[src/rtl/prefix_key_block_entry_decoder_assert.svh]
// ----------------------------------------------------------------------------
// prefix_key_block_entry_decoder assertion macros
// Shared property forms used by the entry decoder RTL.
// ----------------------------------------------------------------------------
`ifndef PREFIX_KEY_BLOCK_ENTRY_DECODER_ASSERT_SVH
`define PREFIX_KEY_BLOCK_ENTRY_DECODER_ASSERT_SVH

// same-cycle implication
`define PKBED_ASSERT_IMP(label, ante, cons) \
    label: assert property (@(posedge clk) disable iff (!rst_n) (ante) |-> (cons)) \
        else $error("pkbed assertion failed");

// next-cycle implication
`define PKBED_ASSERT_NXT(label, ante, cons) \
    label: assert property (@(posedge clk) disable iff (!rst_n) (ante) |=> (cons)) \
        else $error("pkbed assertion failed");

`endif

[src/rtl/pkbed_pkg.sv]
// ----------------------------------------------------------------------------
// pkbed_pkg
// Types and constants of the prefix-compressed block entry decoder.
// ----------------------------------------------------------------------------
package pkbed_pkg;

    localparam int KeyBytesMax = 64;
    localparam int KeyAddrW    = $clog2(KeyBytesMax);
    localparam int KeyLenW     = $clog2(KeyBytesMax + 1);
    localparam int KeyLenPad   = 16 - KeyLenW;

    localparam logic [15:0] MinHeader  = 16'd3;
    localparam logic [15:0] LenSat     = 16'hFFFF;
    localparam int          ContBit    = 7;
    localparam logic [2:0]  VarintLast = 3'd4;

    typedef enum logic [2:0] {
        PH_SHARED,
        PH_UNSHARED,
        PH_VALUE,
        PH_KEY,
        PH_VAL
    } phase_t;

    typedef enum logic [1:0] {
        ST_IDLE,
        ST_CHECK,
        ST_READ,
        ST_EMIT
    } state_t;

    typedef enum logic [1:0] {
        KIND_HEADER = 2'd0,
        KIND_KEY    = 2'd1,
        KIND_VALUE  = 2'd2,
        KIND_ERROR  = 2'd3
    } kind_t;

    typedef enum logic [2:0] {
        ERR_NONE     = 3'd0,
        ERR_VARINT   = 3'd1,
        ERR_PREFIX   = 3'd2,
        ERR_REGION   = 3'd3,
        ERR_KEY_LONG = 3'd4
    } err_code_t;

    typedef struct packed {
        kind_t       kind;
        logic [7:0]  out_byte;
        logic [15:0] position;
        logic [15:0] shared_len;
        logic [15:0] unshared_len;
        logic [15:0] value_len;
        logic        end_of_entry;
        logic        block_done;
        err_code_t   error_code;
        logic        last_of_run;
    } result_t;

endpackage

[src/rtl/pkbed_ram.sv]
// ----------------------------------------------------------------------------
// pkbed_ram
// Generic single-write, single-read RAM with registered read data.
// ----------------------------------------------------------------------------
module pkbed_ram #(
    parameter int Width = 8,
    parameter int Depth = 64
) (
    input  logic                     clk,
    input  logic                     wr_en,
    input  logic [$clog2(Depth)-1:0] wr_addr,
    input  logic [Width-1:0]         wr_data,
    input  logic                     rd_en,
    input  logic [$clog2(Depth)-1:0] rd_addr,
    output logic [Width-1:0]         rd_data
);

    logic [Width-1:0] mem [Depth];

    always_ff @(posedge clk)
    begin
        if (wr_en)
        begin
            mem[wr_addr] <= wr_data;
        end
        if (rd_en)
        begin
            rd_data <= mem[rd_addr];
        end
    end

endmodule

[src/rtl/prefix_key_block_entry_decoder.sv]
// ----------------------------------------------------------------------------
// prefix_key_block_entry_decoder
// Decodes prefix-compressed key/value entries of a sorted-table block.
// ----------------------------------------------------------------------------
// Takes one region byte per transfer. Header and key/value bytes are taken in
// ST_IDLE; completing a header adds ST_CHECK for the length checks, and each
// reused prefix byte then passes through ST_READ and ST_EMIT, set by the key
// store RAM (registered read in ST_READ, output register load in ST_EMIT).
// A zero-prefix header gives a single header result. Output is held in a
// one-deep register; a new byte is taken only while that register is empty
// or its result transfers in the same cycle.
// After a corruption result nothing is produced until a block_start transfer.
// ----------------------------------------------------------------------------
`include "prefix_key_block_entry_decoder_assert.svh"

module prefix_key_block_entry_decoder (
    input  logic        clk,
    input  logic        rst_n,
    input  logic        cfg_valid,
    output logic        cfg_ready,
    input  logic [15:0] cfg_data,       // region_length
    input  logic        s_axis_tvalid,
    output logic        s_axis_tready,
    input  logic [7:0]  s_axis_tdata,   // [7:0] data_byte
    input  logic        s_axis_tuser,   // [0] block_start
    output logic        m_axis_tvalid,
    input  logic        m_axis_tready,
    output logic [79:0] m_axis_tdata,   // out_byte, position, shared_len,
                                        // unshared_len, value_len, end_of_entry,
                                        // block_done, error_code, zero pad
    output logic [1:0]  m_axis_tuser,   // [1:0] kind
    output logic        m_axis_tlast    // last_of_run
);

    pkbed_pkg::state_t  state_reg, state_next;
    pkbed_pkg::phase_t  phase_reg, phase_next;
    logic [15:0]        rl_reg;
    logic [15:0]        bc_reg, bc_next;
    logic [15:0]        acc_reg, acc_next;
    logic               ovf_reg, ovf_next;
    logic [2:0]         vb_reg, vb_next;
    logic [15:0]        fl0_reg, fl0_next;
    logic [15:0]        fl1_reg, fl1_next;
    logic [15:0]        fl2_reg, fl2_next;
    logic [15:0]        rem_reg, rem_next;
    logic [pkbed_pkg::KeyLenW-1:0] key_len_reg, key_len_next;
    logic [pkbed_pkg::KeyLenW-1:0] rd_idx_reg, rd_idx_next;
    logic               err_reg, err_next;
    logic               m_valid_reg, m_valid_next;
    pkbed_pkg::result_t out_reg, out_next;

    logic               in_fire;
    logic               out_free;
    logic               hdr_done;
    logic               ram_we;
    logic               ram_re;
    logic [7:0]         ram_rdata;

    // header checks
    logic [15:0]        chk_left;
    logic [16:0]        chk_need;
    logic [16:0]        chk_key;
    pkbed_pkg::err_code_t chk_code;
    logic               chk_empty;
    logic               chk_done;
    logic               replay_last;

    assign cfg_ready     = 1'b1;
    assign out_free      = !m_valid_reg || m_axis_tready;
    assign s_axis_tready = (state_reg == pkbed_pkg::ST_IDLE) && out_free;
    assign in_fire       = s_axis_tvalid && s_axis_tready;

    assign m_axis_tvalid = m_valid_reg;
    assign m_axis_tuser  = out_reg.kind;
    assign m_axis_tlast  = out_reg.last_of_run;
    assign m_axis_tdata  = {3'b000, out_reg.error_code, out_reg.block_done,
                            out_reg.end_of_entry, out_reg.value_len,
                            out_reg.unshared_len, out_reg.shared_len,
                            out_reg.position, out_reg.out_byte};

    assign chk_left  = (bc_reg < rl_reg) ? (rl_reg - bc_reg) : 16'd0;
    assign chk_need  = {1'b0, fl1_reg} + {1'b0, fl2_reg};
    assign chk_key   = {1'b0, fl0_reg} + {1'b0, fl1_reg};
    assign chk_empty = (fl1_reg == 16'd0) && (fl2_reg == 16'd0);
    assign chk_done  = bc_reg >= rl_reg;
    assign replay_last = ({{pkbed_pkg::KeyLenPad{1'b0}}, rd_idx_reg} + 16'd1) == fl0_reg;

    always_comb
    begin
        if (chk_need > {1'b0, chk_left})
        begin
            chk_code = pkbed_pkg::ERR_REGION;
        end
        else if (fl0_reg > {{pkbed_pkg::KeyLenPad{1'b0}}, key_len_reg})
        begin
            chk_code = pkbed_pkg::ERR_PREFIX;
        end
        else if (chk_key > 17'(pkbed_pkg::KeyBytesMax))
        begin
            chk_code = pkbed_pkg::ERR_KEY_LONG;
        end
        else
        begin
            chk_code = pkbed_pkg::ERR_NONE;
        end
    end

    pkbed_ram #(
        .Width (8),
        .Depth (pkbed_pkg::KeyBytesMax)
    ) u_key_store (
        .clk     (clk),
        .wr_en   (ram_we),
        .wr_addr (key_len_reg[pkbed_pkg::KeyAddrW-1:0]),
        .wr_data (s_axis_tdata),
        .rd_en   (ram_re),
        .rd_addr (rd_idx_reg[pkbed_pkg::KeyAddrW-1:0]),
        .rd_data (ram_rdata)
    );

    // next state
    always_comb
    begin
        state_next = state_reg;
        unique case (state_reg)
            pkbed_pkg::ST_IDLE:
            begin
                if (in_fire && hdr_done)
                begin
                    state_next = pkbed_pkg::ST_CHECK;
                end
            end
            pkbed_pkg::ST_CHECK:
            begin
                if (out_free)
                begin
                    if (chk_code == pkbed_pkg::ERR_NONE && fl0_reg != 16'd0)
                    begin
                        state_next = pkbed_pkg::ST_READ;
                    end
                    else
                    begin
                        state_next = pkbed_pkg::ST_IDLE;
                    end
                end
            end
            pkbed_pkg::ST_READ:
            begin
                state_next = pkbed_pkg::ST_EMIT;
            end
            pkbed_pkg::ST_EMIT:
            begin
                if (out_free)
                begin
                    state_next = replay_last ? pkbed_pkg::ST_IDLE : pkbed_pkg::ST_READ;
                end
            end
            default:
            begin
                state_next = pkbed_pkg::ST_IDLE;
            end
        endcase
    end

    // datapath and outputs
    always_comb
    begin
        pkbed_pkg::phase_t    cur_phase;
        logic [15:0]          cur_bc;
        logic [15:0]          cur_acc;
        logic                 cur_ovf;
        logic [2:0]           cur_vb;
        logic                 cur_err;
        logic                 entry_start;
        logic [15:0]          acc_add;
        logic                 ovf_add;
        logic [15:0]          acc_sum;
        logic                 ovf_sum;
        logic [15:0]          field_val;
        logic [15:0]          rem_dec;
        logic                 do_fail;
        pkbed_pkg::err_code_t fail_code;
        logic                 do_emit;
        logic                 finish;

        phase_next   = phase_reg;
        bc_next      = bc_reg;
        acc_next     = acc_reg;
        ovf_next     = ovf_reg;
        vb_next      = vb_reg;
        fl0_next     = fl0_reg;
        fl1_next     = fl1_reg;
        fl2_next     = fl2_reg;
        rem_next     = rem_reg;
        key_len_next = key_len_reg;
        rd_idx_next  = rd_idx_reg;
        err_next     = err_reg;
        m_valid_next = m_valid_reg && !m_axis_tready;
        out_next     = out_reg;
        ram_we       = 1'b0;
        ram_re       = 1'b0;
        hdr_done     = 1'b0;

        cur_phase   = s_axis_tuser ? pkbed_pkg::PH_SHARED : phase_reg;
        cur_bc      = s_axis_tuser ? 16'd0 : bc_reg;
        cur_acc     = s_axis_tuser ? 16'd0 : acc_reg;
        cur_ovf     = s_axis_tuser ? 1'b0 : ovf_reg;
        cur_vb      = s_axis_tuser ? 3'd0 : vb_reg;
        cur_err     = s_axis_tuser ? 1'b0 : err_reg;
        entry_start = (cur_phase == pkbed_pkg::PH_SHARED) && (cur_vb == 3'd0);
        acc_add     = 16'd0;
        ovf_add     = 1'b0;
        acc_sum     = 16'd0;
        ovf_sum     = 1'b0;
        field_val   = 16'd0;
        rem_dec     = rem_reg - {15'd0, rem_reg != 16'd0};
        do_fail     = 1'b0;
        fail_code   = pkbed_pkg::ERR_NONE;
        do_emit     = 1'b0;
        finish      = 1'b0;

        unique case (state_reg)
            pkbed_pkg::ST_IDLE:
            begin
                if (in_fire)
                begin
                    if (s_axis_tuser)
                    begin
                        phase_next   = pkbed_pkg::PH_SHARED;
                        bc_next      = 16'd0;
                        acc_next     = 16'd0;
                        ovf_next     = 1'b0;
                        vb_next      = 3'd0;
                        fl0_next     = 16'd0;
                        fl1_next     = 16'd0;
                        fl2_next     = 16'd0;
                        rem_next     = 16'd0;
                        key_len_next = '0;
                        err_next     = 1'b0;
                    end
                    if (!cur_err)
                    begin
                        unique case (cur_phase) inside
                            pkbed_pkg::PH_SHARED,
                            pkbed_pkg::PH_UNSHARED,
                            pkbed_pkg::PH_VALUE:
                            begin
                                if (entry_start && cur_bc >= rl_reg)
                                begin
                                    // region used up: byte dropped
                                end
                                else if (entry_start && (rl_reg - cur_bc) < pkbed_pkg::MinHeader)
                                begin
                                    do_fail   = 1'b1;
                                    fail_code = pkbed_pkg::ERR_REGION;
                                end
                                else if (!entry_start && cur_bc >= rl_reg)
                                begin
                                    do_fail   = 1'b1;
                                    fail_code = pkbed_pkg::ERR_REGION;
                                end
                                else
                                begin
                                    bc_next = cur_bc + 16'd1;
                                    case (cur_vb)
                                        3'd0: acc_add = {9'd0, s_axis_tdata[6:0]};
                                        3'd1: acc_add = {2'd0, s_axis_tdata[6:0], 7'd0};
                                        3'd2:
                                        begin
                                            acc_add = {s_axis_tdata[1:0], 14'd0};
                                            ovf_add = |s_axis_tdata[6:2];
                                        end
                                        3'd3: ovf_add = |s_axis_tdata[6:0];
                                        default: ovf_add = |s_axis_tdata[3:0];
                                    endcase
                                    acc_sum = cur_acc | acc_add;
                                    ovf_sum = cur_ovf | ovf_add;
                                    if (s_axis_tdata[pkbed_pkg::ContBit])
                                    begin
                                        if (cur_vb >= pkbed_pkg::VarintLast)
                                        begin
                                            do_fail   = 1'b1;
                                            fail_code = pkbed_pkg::ERR_VARINT;
                                        end
                                        else
                                        begin
                                            vb_next  = cur_vb + 3'd1;
                                            acc_next = acc_sum;
                                            ovf_next = ovf_sum;
                                        end
                                    end
                                    else
                                    begin
                                        field_val = ovf_sum ? pkbed_pkg::LenSat : acc_sum;
                                        acc_next  = 16'd0;
                                        ovf_next  = 1'b0;
                                        vb_next   = 3'd0;
                                        case (cur_phase)
                                            pkbed_pkg::PH_SHARED:
                                            begin
                                                fl0_next   = field_val;
                                                phase_next = pkbed_pkg::PH_UNSHARED;
                                            end
                                            pkbed_pkg::PH_UNSHARED:
                                            begin
                                                fl1_next   = field_val;
                                                phase_next = pkbed_pkg::PH_VALUE;
                                            end
                                            default:
                                            begin
                                                fl2_next = field_val;
                                                hdr_done = 1'b1;
                                            end
                                        endcase
                                    end
                                end
                            end
                            pkbed_pkg::PH_KEY:
                            begin
                                if (bc_reg != 16'hFFFF)
                                begin
                                    bc_next = bc_reg + 16'd1;
                                end
                                do_emit           = 1'b1;
                                out_next.kind     = pkbed_pkg::KIND_KEY;
                                out_next.out_byte = s_axis_tdata;
                                out_next.position = {{pkbed_pkg::KeyLenPad{1'b0}}, key_len_reg};
                                if (key_len_reg < pkbed_pkg::KeyLenW'(pkbed_pkg::KeyBytesMax))
                                begin
                                    ram_we       = 1'b1;
                                    key_len_next = key_len_reg + pkbed_pkg::KeyLenW'(1);
                                end
                                rem_next = rem_dec;
                                if (rem_dec == 16'd0)
                                begin
                                    if (fl2_reg != 16'd0)
                                    begin
                                        phase_next = pkbed_pkg::PH_VAL;
                                        rem_next   = fl2_reg;
                                    end
                                    else
                                    begin
                                        finish = 1'b1;
                                    end
                                end
                            end
                            default:
                            begin
                                if (bc_reg != 16'hFFFF)
                                begin
                                    bc_next = bc_reg + 16'd1;
                                end
                                do_emit           = 1'b1;
                                out_next.kind     = pkbed_pkg::KIND_VALUE;
                                out_next.out_byte = s_axis_tdata;
                                out_next.position = fl2_reg - rem_reg;
                                rem_next          = rem_dec;
                                finish            = (rem_dec == 16'd0);
                            end
                        endcase
                        if (finish)
                        begin
                            phase_next = pkbed_pkg::PH_SHARED;
                        end
                        out_next.end_of_entry = finish;
                        out_next.block_done   = finish && (bc_next >= rl_reg);
                    end
                end
            end
            pkbed_pkg::ST_CHECK:
            begin
                if (out_free)
                begin
                    if (chk_code != pkbed_pkg::ERR_NONE)
                    begin
                        do_fail   = 1'b1;
                        fail_code = chk_code;
                    end
                    else
                    begin
                        key_len_next = fl0_reg[pkbed_pkg::KeyLenW-1:0];
                        rd_idx_next  = '0;
                        if (fl1_reg != 16'd0)
                        begin
                            phase_next = pkbed_pkg::PH_KEY;
                            rem_next   = fl1_reg;
                        end
                        else if (fl2_reg != 16'd0)
                        begin
                            phase_next = pkbed_pkg::PH_VAL;
                            rem_next   = fl2_reg;
                        end
                        else
                        begin
                            phase_next = pkbed_pkg::PH_SHARED;
                        end
                        if (fl0_reg == 16'd0)
                        begin
                            do_emit               = 1'b1;
                            out_next.kind         = pkbed_pkg::KIND_HEADER;
                            out_next.out_byte     = 8'd0;
                            out_next.position     = 16'd0;
                            out_next.end_of_entry = chk_empty;
                            out_next.block_done   = chk_empty && chk_done;
                        end
                    end
                end
            end
            pkbed_pkg::ST_READ:
            begin
                ram_re = 1'b1;
            end
            pkbed_pkg::ST_EMIT:
            begin
                if (out_free)
                begin
                    do_emit               = 1'b1;
                    out_next.kind         = pkbed_pkg::KIND_KEY;
                    out_next.out_byte     = ram_rdata;
                    out_next.position     = {{pkbed_pkg::KeyLenPad{1'b0}}, rd_idx_reg};
                    out_next.end_of_entry = replay_last && chk_empty;
                    out_next.block_done   = replay_last && chk_empty && chk_done;
                    rd_idx_next           = rd_idx_reg + pkbed_pkg::KeyLenW'(1);
                end
            end
            default:
            begin
            end
        endcase

        if (do_emit)
        begin
            m_valid_next          = 1'b1;
            out_next.shared_len   = fl0_reg;
            out_next.unshared_len = fl1_reg;
            out_next.value_len    = fl2_reg;
            out_next.error_code   = pkbed_pkg::ERR_NONE;
            out_next.last_of_run  = (state_reg != pkbed_pkg::ST_EMIT) || replay_last;
        end
        if (do_fail)
        begin
            err_next              = 1'b1;
            m_valid_next          = 1'b1;
            out_next.kind         = pkbed_pkg::KIND_ERROR;
            out_next.out_byte     = 8'd0;
            out_next.position     = 16'd0;
            out_next.shared_len   = 16'd0;
            out_next.unshared_len = 16'd0;
            out_next.value_len    = 16'd0;
            out_next.end_of_entry = 1'b0;
            out_next.block_done   = 1'b0;
            out_next.error_code   = fail_code;
            out_next.last_of_run  = 1'b1;
        end
    end

    always_ff @(posedge clk or negedge rst_n)
    begin
        if (!rst_n)
        begin
            state_reg   <= pkbed_pkg::ST_IDLE;
            phase_reg   <= pkbed_pkg::PH_SHARED;
            rl_reg      <= 16'd0;
            bc_reg      <= 16'd0;
            acc_reg     <= 16'd0;
            ovf_reg     <= 1'b0;
            vb_reg      <= 3'd0;
            fl0_reg     <= 16'd0;
            fl1_reg     <= 16'd0;
            fl2_reg     <= 16'd0;
            rem_reg     <= 16'd0;
            key_len_reg <= '0;
            rd_idx_reg  <= '0;
            err_reg     <= 1'b0;
            m_valid_reg <= 1'b0;
        end
        else
        begin
            state_reg   <= state_next;
            phase_reg   <= phase_next;
            if (cfg_valid && cfg_ready)
            begin
                rl_reg <= cfg_data;
            end
            bc_reg      <= bc_next;
            acc_reg     <= acc_next;
            ovf_reg     <= ovf_next;
            vb_reg      <= vb_next;
            fl0_reg     <= fl0_next;
            fl1_reg     <= fl1_next;
            fl2_reg     <= fl2_next;
            rem_reg     <= rem_next;
            key_len_reg <= key_len_next;
            rd_idx_reg  <= rd_idx_next;
            err_reg     <= err_next;
            m_valid_reg <= m_valid_next;
        end
    end

    always_ff @(posedge clk)
    begin
        out_reg <= out_next;
    end

    // replay never reads past the stored key
    `PKBED_ASSERT_IMP(a_replay_in_key, state_reg == pkbed_pkg::ST_READ,
        {{pkbed_pkg::KeyLenPad{1'b0}}, rd_idx_reg} < fl0_reg && rd_idx_reg < key_len_reg)
    // RAM data is only consumed the cycle after a read or while held
    `PKBED_ASSERT_NXT(a_emit_after_read, state_reg == pkbed_pkg::ST_READ,
        state_reg == pkbed_pkg::ST_EMIT)
    // an error result always leaves the decoder latched
    `PKBED_ASSERT_IMP(a_error_latched,
        m_valid_reg && out_reg.kind == pkbed_pkg::KIND_ERROR, err_reg)
    // stored key length stays within the key store
    `PKBED_ASSERT_IMP(a_key_len_max, 1'b1,
        key_len_reg <= pkbed_pkg::KeyLenW'(pkbed_pkg::KeyBytesMax))

endmodule

[config.mk]
export PLATFORM = sky130hd
export DESIGN_NAME = prefix_key_block_entry_decoder
export DESIGN_NICKNAME = d
export VERILOG_FILES = /design/src/rtl/pkbed_pkg.sv /design/src/rtl/pkbed_ram.sv /design/src/rtl/prefix_key_block_entry_decoder.sv
export VERILOG_INCLUDE_DIRS = /design/src /design/src/rtl
export SDC_FILE = /design/constraint.sdc
export NUM_CORES = 1
export LEC_CHECK = 0
export BUFFER_PORTS_ARGS = -buffer_cell sky130_fd_sc_hd__buf_2
export CAP_MARGIN = 20
export CORE_MARGIN = 5
export CORE_UTILIZATION = 37
export DETAILED_ROUTE_END_ITERATION = 8
export GPL_ROUTABILITY_DRIVEN = 0
export PLACE_DENSITY = 0.52
export SYNTH_ARGS = -nofsm -noshare
export SYNTH_HDL_FRONTEND = slang
export SYNTH_SLANG_ARGS = --single-unit
export TNS_END_PERCENT = 30
[constraint.sdc]
create_clock -name clk -period 7.5 [get_ports clk]
set_clock_uncertainty 0.1 [all_clocks]
set_input_delay 1.5 -clock clk [delete_from_list [all_inputs] [get_ports clk]]
set_output_delay 1.5 -clock clk [all_outputs]
set_load 0.005 [all_outputs]
==> results of run 1 <==
## placed cells by master (no fill, tap or decap), drive strengths merged, types with 11 or more instances in the layout
master   synthesis  routed
xor2            17      17
nand2          173     173
nand2b          43      43
nor4            31      31
xnor2           56      56
a22o            77      77
o21ai          126     126
or3             15      15
a21o            19      19
clkinv           2      37
nor2           257     257
mux4           168     168
dfrtp          137     137
edfxtp         523     523
a21oi          167     167
o21a            16      16
o22ai           12      12
nand3           82      82
a221o           16      16
nand4           26      26
inv            105     110
a31oi           17      17
o31ai           15      15
and3            27      27
dfxtp           77      77
ha             129     129
mux2i           62      62
o211ai          12      12
a211oi          20      20
buf             58     170
clkbuf          86     107
nor2b           18      18
a2111oi         11      11
nor3            60      60
## cells by family (layout without fill, tap and decap cells)
family          after synthesis  count (layout)  share of synthesized area, %
simple gates                780             780                          10.3
buf+inv                     251             431                          3.02
flops                       737             737                          56.8
xor+xnor                     73              73                          1.76
mux                         232             232                          12.2
other cells                   2               4                        0.0206
fa+ha+maj                   134             134                          4.71
compound gates              600             600                          11.2
## worst min-delay path, delay by kind of cell, from the launching register on
family           cells  cell delay (ns)
AO/OA/AOI/OAI        1             0.06
flip-flops           1             0.31
AND/OR/NAND/NOR      1             0.06
## cell type report
| cell class | instances | area [um^2] | area share [%] |
|---|---|---|---|
| clock buffers | 107 | 2230 | 5.44 |
| flip-flops and latches | 737 | 20700 | 50.5 |
| multi-input cells | 1823 | 14600 | 35.7 |
| well taps | 1287 | 1610 | 3.93 |
| clock inverters | 47 | 399 | 0.974 |
| repair buffers | 170 | 1030 | 2.52 |
| inverters | 107 | 403 | 0.983 |
## worst max path at each step
stage | endpoint | cells past startpoint | slack, ns | from
finish | m_axis_tdata[73] | 21 | 0.86 | bc_reg[0]
global route | m_axis_tdata[73] | 21 | 0.46 | bc_reg[0]
CTS | m_axis_tdata[59] | 21 | 0.90 | bc_reg[0]
detailed placement | m_axis_tdata[73] | 25 | 0.42 | s_axis_tuser
global placement | m_axis_tdata[73] | 25 | 0.55 | s_axis_tuser
floorplan | m_axis_tdata[73] | 32 | 0.58 | s_axis_tuser
## metrics by stage
stage / setup slack, ns / instance area [um^2]
6_report: 0.858 / 41000
5_1_grt: 0.455 / 41000
4_1_cts: 0.905 / 41000
3_5_place_dp: 0.424 / 38400
3_3_place_gp: 0.548 / 38400
2_1_floorplan: 0.583 / 36400
## routing by layer
metal	vias to the layer above	part of all wire (%)	track usage [%]
met3	269	5.8	3.27
met4	0	4.9	8.83
li1	11100	-	-
met2	1038	48	34.6
met5	-	0	0
met1	12700	41	27.1
## report_power, final
part | total, W | internal (W) | switching [W]
registers | 0.00524 | 0.00471 | 0.000532
clock network | 0.00394 | 0.00223 | 0.00171
logic | 0.00538 | 0.00225 | 0.00313
total | 0.0146 | 0.00918 | 0.00537
==> metrics.txt, run 1 <==
post-route antenna net violation count=0; top_reg_cell synth=edfxtp_1; Filler Cells Inserted=9038; cts hold-fix bufs=0; Finished Core Util=41.8%; nature of the critical path endpoint=register; TritonCTS Buffers=slightly above 80; worst hold path endpoint=m_axis_tdata[2]; relative max-transition margin=~27%; CP max stage cell=a211oi_1; initial antenna violation count=4; Seq/Total Area, Yosys=56.8%; Core Rows=approximately 120; die area=about 0.10 mm^2; Root Driver=clkbuf_16; P per Cell Area=around 360 mW/mm^2; # placed instances=just over 4000; hpwl dp=75400 um; Final TNS setup=0 ns; largest net degree at the start of global routing=about 110; Synth Area per Inst=13.0 um^2; Wirelength per Cell=roughly 26 um; count leader, synth=edfxtp_1; first-pass iteration count of the detailed router=6; Max stage delay on crit path=~0.86 ns; Max Cap Viol=0; leakage dissipation=between 10 and 15 nW; smallest hold slack=0.371 ns; clock sinks=~740; Worst R2R Start=bc_reg[0]; Worst Tran Pin Value=1.10 ns; area delta synth->final=12.7%; period utilization=just under 90%; share of cells above drive strength 1=~16%; height of the chip=324 um; worst min path class=register to register; Clock Pin Slew Worst Setup and Hold Paths=about 0.06 ns; top cells by area, synth=edfxtp_1 (43%), mux4_2 (10%), dfrtp_1 (9.4%); CTS HTree Levels=3; number of flip-flops in the largest register=512; outcome=complete, no violations; synthesized area=around 0.036 mm^2; GRT Util Overall=roughly a fifth; Post-synth ARST share=18.6%; # nets final=3085; vias in the first global route=25200; total power=around 0.015 W; Ports=~120; clock buffer depth=3; Final Hold Viols=0; vias=approximately 25000; min-delay src=m_axis_tdata[2]; top cell type's share of synthesized area=a little over two fifths; Max Clk Rate=around 0.15 GHz; hold path cells=2; Critical Path Source Type=register; cell count after synthesis=about 2800; R2R Setup Slk=between 0.8 and 0.9 ns; min Tclk post-route=~6.6 ns; Max VDD drop=316 uV; CTS resizes=0; residual DRC count=0; post-DR vias/cell=5.88; RSZ-0062 raised after global routing=no; Port Buffers=between 100 and 150; antenna cells=0; FF+latch count, synth=737; CTS tree=done; worst r2r dst=m_axis_tdata[73]; Top reg by flops=u_key_store.mem; CP Data Required Time=between 7 and 8 ns; Final Non-Filler Cells=~4300; synth warn=0; first-pass GRT wire length=~160000 um; initial core utilization=a little under two fifths; post-CTS setup buffers=0; EDFF count, synth=roughly 520; Crit path max-delay family=compound AO/OA/AOI/OAI gates; count of final max-slew check failures=0; Max FO, Critical Path=79; post-synthesis cell type count=a little under 100; CP arrival=around 7.0 ns; core area=approximately 0.1 mm^2; WL final=roughly 110000 um; cell taking the most area after synthesis=edfxtp_1; CP cell instances=ha_1 > fa_1 > nand2b_1 > a21oi_1 > or4_1 > a311oi_1 > o21bai_1 > a21oi_1 > o21ai_0 > o21a_1 > or3b_2 > ha_1 > nand3_1 > o21bai_1 > o21ai_0 > a211oi_1 > or4_1 > and3b_1 > o21ai_4 > buf_4 > nor3_1; worst reg2reg path depth=21; final setup fails=0; CP Buf/Inv Count=1; clk_lat worst skew=0.66 ns; total grt overflow=0; top cells by count, synth=edfxtp_1 (523), nor2_1 (257), nand2_1 (173); initial detailed-routing violation count=~2400; Die X=324 um; Setup CP Type=register to register
No activity file was read; power rests on OpenSTA's default activity.
==> run 2: changes to the inputs <==
--- a/config.mk
+++ b/config.mk
@@ -6,13 +6,13 @@
 export SDC_FILE = /design/constraint.sdc
 export NUM_CORES = 1
 export LEC_CHECK = 0
-export BUFFER_PORTS_ARGS = -buffer_cell sky130_fd_sc_hd__buf_2
+export BUFFER_PORTS_ARGS = -buffer_cell sky130_fd_sc_hd__buf_4
 export CAP_MARGIN = 20
 export CORE_MARGIN = 5
 export CORE_UTILIZATION = 37
 export DETAILED_ROUTE_END_ITERATION = 8
 export GPL_ROUTABILITY_DRIVEN = 0
-export PLACE_DENSITY = 0.52
+export PLACE_DENSITY = 0.5
 export SYNTH_ARGS = -nofsm -noshare
 export SYNTH_HDL_FRONTEND = slang
 export SYNTH_SLANG_ARGS = --single-unit
==> metrics.txt, run 2 (synthesis gave the netlist of run 1 again) <==
core area=0.0980 mm^2 (unchanged); CP Buf/Inv Count=2 (+1); number of flip-flops in the largest register=512 (unchanged); residual DRC count=0 (unchanged); Setup CP Type=register to register; initial core utilization=37.1% (unchanged); GRT Util Overall=20.7% (-0.083 points); CP arrival=7.20 ns (+0.18 ns); CP Data Required Time=7.95 ns (+0.07 ns); cts hold-fix bufs=0 (unchanged); CTS HTree Levels=3 (unchanged); post-CTS setup buffers=0 (unchanged); CTS resizes=0 (unchanged); # nets final=3088 (+0.097%); first-pass GRT wire length=164000 um (-0.23%); initial detailed-routing violation count=2296 (-4.5%); TritonCTS Buffers=83 (+1.2%); vias=24900 (-1.0%); initial antenna violation count=2 (-2); hpwl dp=76100 um (+0.97%); Die X=324 um (unchanged); leakage dissipation=15.0 nW (+0.37%); Max VDD drop=363 uV (+15%); Critical Path Source Type=register; first-pass iteration count of the detailed router=6 (unchanged); worst min path class=register to register; Root Driver=clkbuf_16; die area=0.105 mm^2 (unchanged); outcome=complete, no violations; Max Cap Viol=0 (unchanged); P per Cell Area=355 mW/mm^2 (about the same); total grt overflow=0 (unchanged); Max Clk Rate=0.148 GHz (-1.6%); Ports=116 (unchanged); count of final max-slew check failures=0 (unchanged); antenna cells=0 (unchanged); min Tclk post-route=6.75 ns (+0.105 ns); clock buffer depth=3 (unchanged); WL final=110000 um (-1.0%); commonest non-fill, non-tap cells in the layout=edfxtp_1 (523), nor2_1 (256), nand2_1 (173); Top reg by flops=u_key_store.mem; Core Rows=115 (unchanged); final instance area=0.0413 mm^2 (+0.83%); vias in the first global route=25200 (+0.13%); most common cell after layout, fill and taps aside=edfxtp_1; Final Hold Viols=0 (unchanged); Port Buffers=111 (unchanged); Post-DP Area=0.0386 mm^2 (+0.75%); area delta synth->final=13.6%; CP cell instances=inv_1 > ha_1 > nand2b_1 > a21oi_1 > or4_1 > a311oi_1 > o21bai_1 > a21oi_1 > nor2b_1 > o21a_1 > or3_1 > nand3_1 > ha_1 > a2111oi_0 > o21ai_0 > a21oi_1 > a211oi_1 > nor3_1 > a31oi_1 > buf_4 > nor2_1 > o21ai_1 > o31ai_1; CP max stage cell=nor2_1; Crit path max-delay family=compound AO/OA/AOI/OAI gates; Max FO, Critical Path=20 (-75%); post-DR vias/cell=5.83 (-0.87%); largest net degree at the start of global routing=86 (-24%); Filler Cells Inserted=9002 (-0.40%); final setup fails=0 (unchanged); cell repeated most along the worst path=a21oi_1; Wirelength per Cell=25.6 um (-0.91%); nature of the critical path endpoint=register; relative max-transition margin=30.0% (+3.2 points); Worst Tran Pin Value=1.05 ns (-0.0505 ns); post-route antenna net violation count=0 (unchanged); share of cells above drive strength 1=16.4% (-0.10 points); clk_lat worst skew=0.66 ns (about the same); clock sinks=737 (unchanged); RSZ-0062 raised after global routing=no; Max stage delay on crit path=0.58 ns (-0.28 ns); Final TNS setup=0 ns (unchanged); Finished Core Util=42.2% (+0.35 points); Clock Pin Slew Worst Setup and Hold Paths=0.06 ns (about the same); height of the chip=324 um (unchanged); CTS tree=done; period utilization=90.0% (+1.4 points)
-- run 2: worst paths after layout --
kind                                  start               end  slack [ns]  cells after the start
setup / recovery                  bc_reg[2]        rem_reg[7]        0.75                     23
hold / removal             m_axis_tdata[16]  m_axis_tdata[16]        0.37                      2
setup reg to reg                  bc_reg[2]        rem_reg[7]        0.75                     23
hold reg to reg            m_axis_tdata[16]  m_axis_tdata[16]        0.37                      2
max in group asynchronous             rst_n     rd_idx_reg[1]        5.42                      3
min in group asynchronous             rst_n         rl_reg[8]        0.74                      1
-- run 2: report_power, final --
part / leakage [nW] / switching [W] / internal (W)
registers: 7.13 / 0.000571 / 0.00471
clock network: 1.28 / 0.00169 / 0.00226
logic: 6.61 / 0.00308 / 0.00235
-- run 2: worst min-delay path, cell delays in order, from the launching register on --
cell      delay [ns]
dfxtp_1         0.31
nand2b_1        0.06
a21oi_1         0.05
-- run 2: layout make-up --
cell class / instances / area (um^2) / area share [%]
flip-flops and latches: 737 / 20700 / 50.0
well taps: 1287 / 1610 / 3.90
multi-input cells: 1823 / 14600 / 35.4
clock inverters: 38 / 368 / 0.890
clock buffers: 108 / 2280 / 5.53
repair buffers: 172 / 1350 / 3.26
inverters: 107 / 403 / 0.975
-- run 2: through the flow --
stage	total power, W	cells	setup slack [ns]	hold WS (ns)
2_1_floorplan	0.00889	2811	0.583	0.356
3_3_place_gp	0.0107	4123	0.628	0.364
3_5_place_dp	0.0108	4124	0.548	0.369
4_1_cts	0.0148	4270	0.940	0.380
5_1_grt	0.0154	4272	0.354	0.399
6_report	0.0147	4272	0.753	0.375
-- run 2: routing by layer --
layer / global-route usage [%] / share of wire [%] / vias up
li1: - / - / 11100
met4: 7.73 / 4.0 / 2
met3: 2.48 / 5.3 / 242
met2: 35.5 / 49 / 937
met5: 0 / 0.012 / -
met1: 27.1 / 41 / 12600
==> run 3: changes to the inputs <==
--- a/config.mk
+++ b/config.mk
@@ -8,10 +8,11 @@
 export LEC_CHECK = 0
 export BUFFER_PORTS_ARGS = -buffer_cell sky130_fd_sc_hd__buf_4
 export CAP_MARGIN = 20
-export CORE_MARGIN = 5
 export CORE_UTILIZATION = 37
 export DETAILED_ROUTE_END_ITERATION = 8
 export GPL_ROUTABILITY_DRIVEN = 0
+export GPL_TIMING_DRIVEN = 0
+export HOLD_SLACK_MARGIN = 0.02
 export PLACE_DENSITY = 0.5
 export SYNTH_ARGS = -nofsm -noshare
 export SYNTH_HDL_FRONTEND = slang
==> metrics.txt, run 3 (synthesis gave the netlist of run 1 again) <==
Clock Pin Slew Worst Setup and Hold Paths=0.06 ns (about the same); Worst Tran Pin Value=1.10 ns (+0.0551 ns); first-pass iteration count of the detailed router=9 (+3); largest net degree at the start of global routing=93 (+8.1%); hpwl dp=80600 um (+5.9%); most common cell after layout, fill and taps aside=edfxtp_1; Max stage delay on crit path=0.46 ns (-0.12 ns); nature of the critical path endpoint=register; Root Driver=clkbuf_16; Top reg by flops=u_key_store.mem; GRT Util Overall=23.0% (+2.3 points); Core Rows=114 (-0.87%); Max Clk Rate=0.138 GHz (-6.8%); share of cells above drive strength 1=16.3% (-0.040 points); TritonCTS Buffers=83 (unchanged); P per Cell Area=362 mW/mm^2 (+1.9%); Max FO, Critical Path=10 (-50%); initial core utilization=37.5% (+0.38 points); Final Hold Viols=0 (unchanged); cts hold-fix bufs=0 (unchanged); Max Cap Viol=0 (unchanged); Max VDD drop=177 uV (-51%); die area=0.0996 mm^2 (-4.9%); CP Buf/Inv Count=8 (+6); vias in the first global route=25300 (+0.36%); R2R Setup Slk=0.63 ns (-0.12 ns); CP arrival=7.68 ns (+0.48 ns); CP max stage cell=fa_1; initial detailed-routing violation count=2604 (+13%); clock sinks=737 (unchanged); core area=0.0970 mm^2 (-1.0%); CTS HTree Levels=3 (unchanged); worst min path class=register to register; failing checks=design-rule violations; clk_lat worst skew=0.66 ns (about the same); clock buffer depth=3 (unchanged); first-pass GRT wire length=169000 um (+3.1%); total grt overflow=0 (unchanged); cell repeated most along the worst path=buf_6; initial antenna violation count=1 (-1); outcome=finished, violations left; CTS tree=done; CP Data Required Time=7.93 ns (-0.02 ns); leakage dissipation=15.2 nW (+1.0%); count of final max-slew check failures=0 (unchanged); Port Buffers=110 (-0.90%); Crit path max-delay family=compound AO/OA/AOI/OAI gates; vias=25500 (+2.4%); commonest non-fill, non-tap cells in the layout=edfxtp_1 (523), nor2_1 (254), nand2_1 (172); Die X=316 um (-2.5%); RSZ-0062 raised after global routing=no; residual DRC count=22 (+22); smallest hold slack=0.377 ns (+0.00190 ns); post-DR vias/cell=5.86 (+0.47%); min Tclk post-route=7.24 ns (+0.496 ns); height of the chip=316 um (-2.5%); relative max-transition margin=26.5% (-3.5 points); Setup CP Type=input pin to register; Finished Core Util=43.1% (+0.89 points); Ports=116 (unchanged); # nets final=3175 (+2.8%); period utilization=96.6% (+6.6 points); number of flip-flops in the largest register=512 (unchanged); Critical Path Source Type=input pin; Wirelength per Cell=26.3 um (+2.7%); WL final=115000 um (+4.7%); final setup fails=0 (unchanged); post-route antenna net violation count=0 (unchanged); area delta synth->final=14.8%
## run 3: where the power goes
part	switching, W	leakage [nW]	internal (W)	total, W
logic	0.00343	6.68	0.00240	0.00583
registers	0.000433	7.14	0.00470	0.00514
clock network	0.00173	1.36	0.00241	0.00414
## run 3: worst min-delay path, cell delays in order (launching register included)
cell and delay (ns):
dfxtp_1 0.31, nand2b_1 0.06, a21oi_1 0.06
## run 3: path summary, 6_finish.rpt
path / from / endpoint / cells past startpoint
max reg2reg: bc_reg[0] / m_axis_tdata[76] / 23
max in group asynchronous: rst_n / fl0_reg[8] / 2
max: s_axis_tuser / m_axis_tdata[73] / 31
min reg2reg: m_axis_tdata[13] / m_axis_tdata[13] / 2
min in group asynchronous: rst_n / rl_reg[13] / 1
min: m_axis_tdata[13] / m_axis_tdata[13] / 2
## run 3: what timing repair did
item                                    4_1_cts  5_1_grt
resized for setup                            26       13
setup buffers                                 3        0
endpoints found under the setup margin       15        2
gates cloned                                  0        0
pin swaps                                     4        3
## run 3: cell type report
class | instances | area (um^2)
multi-input combinational | 1823 | 14700
buffer | 141 | 711
inverter | 107 | 405
clock inverter | 54 | 551
fill | 8902 | 55200
antenna | 1 | 2.50
tap | 1276 | 1600
timing repair buffer | 118 | 918
clock buffer | 98 | 2220
sequential | 737 | 20700
## run 3: through the flow
stage | std cells | area [um^2] | TNS (ns) | worst slack (ns) | total power [W]
3_3_place_gp | 4197 | 38800 | -77.94 | -3.01 | 0.0109
3_5_place_dp | 4200 | 38900 | -76.77 | -2.95 | 0.0110
2_1_floorplan | 2811 | 36400 | 0 | 0.583 | 0.00889
5_1_grt | 4354 | 41800 | 0 | 0.0143 | 0.0158
6_report | 4355 | 41800 | 0 | 0.257 | 0.0151
4_1_cts | 4354 | 41700 | 0 | 0.0485 | 0.0151
## run 3: routing by layer
layer	global-route usage [%]	part of all wire [%]	vias up
met5	0	0	-
met4	9.79	4.4	0
met3	2.74	5.7	246
met2	38.2	49	1075
met1	30.3	41	12900
li1	-	-	11300
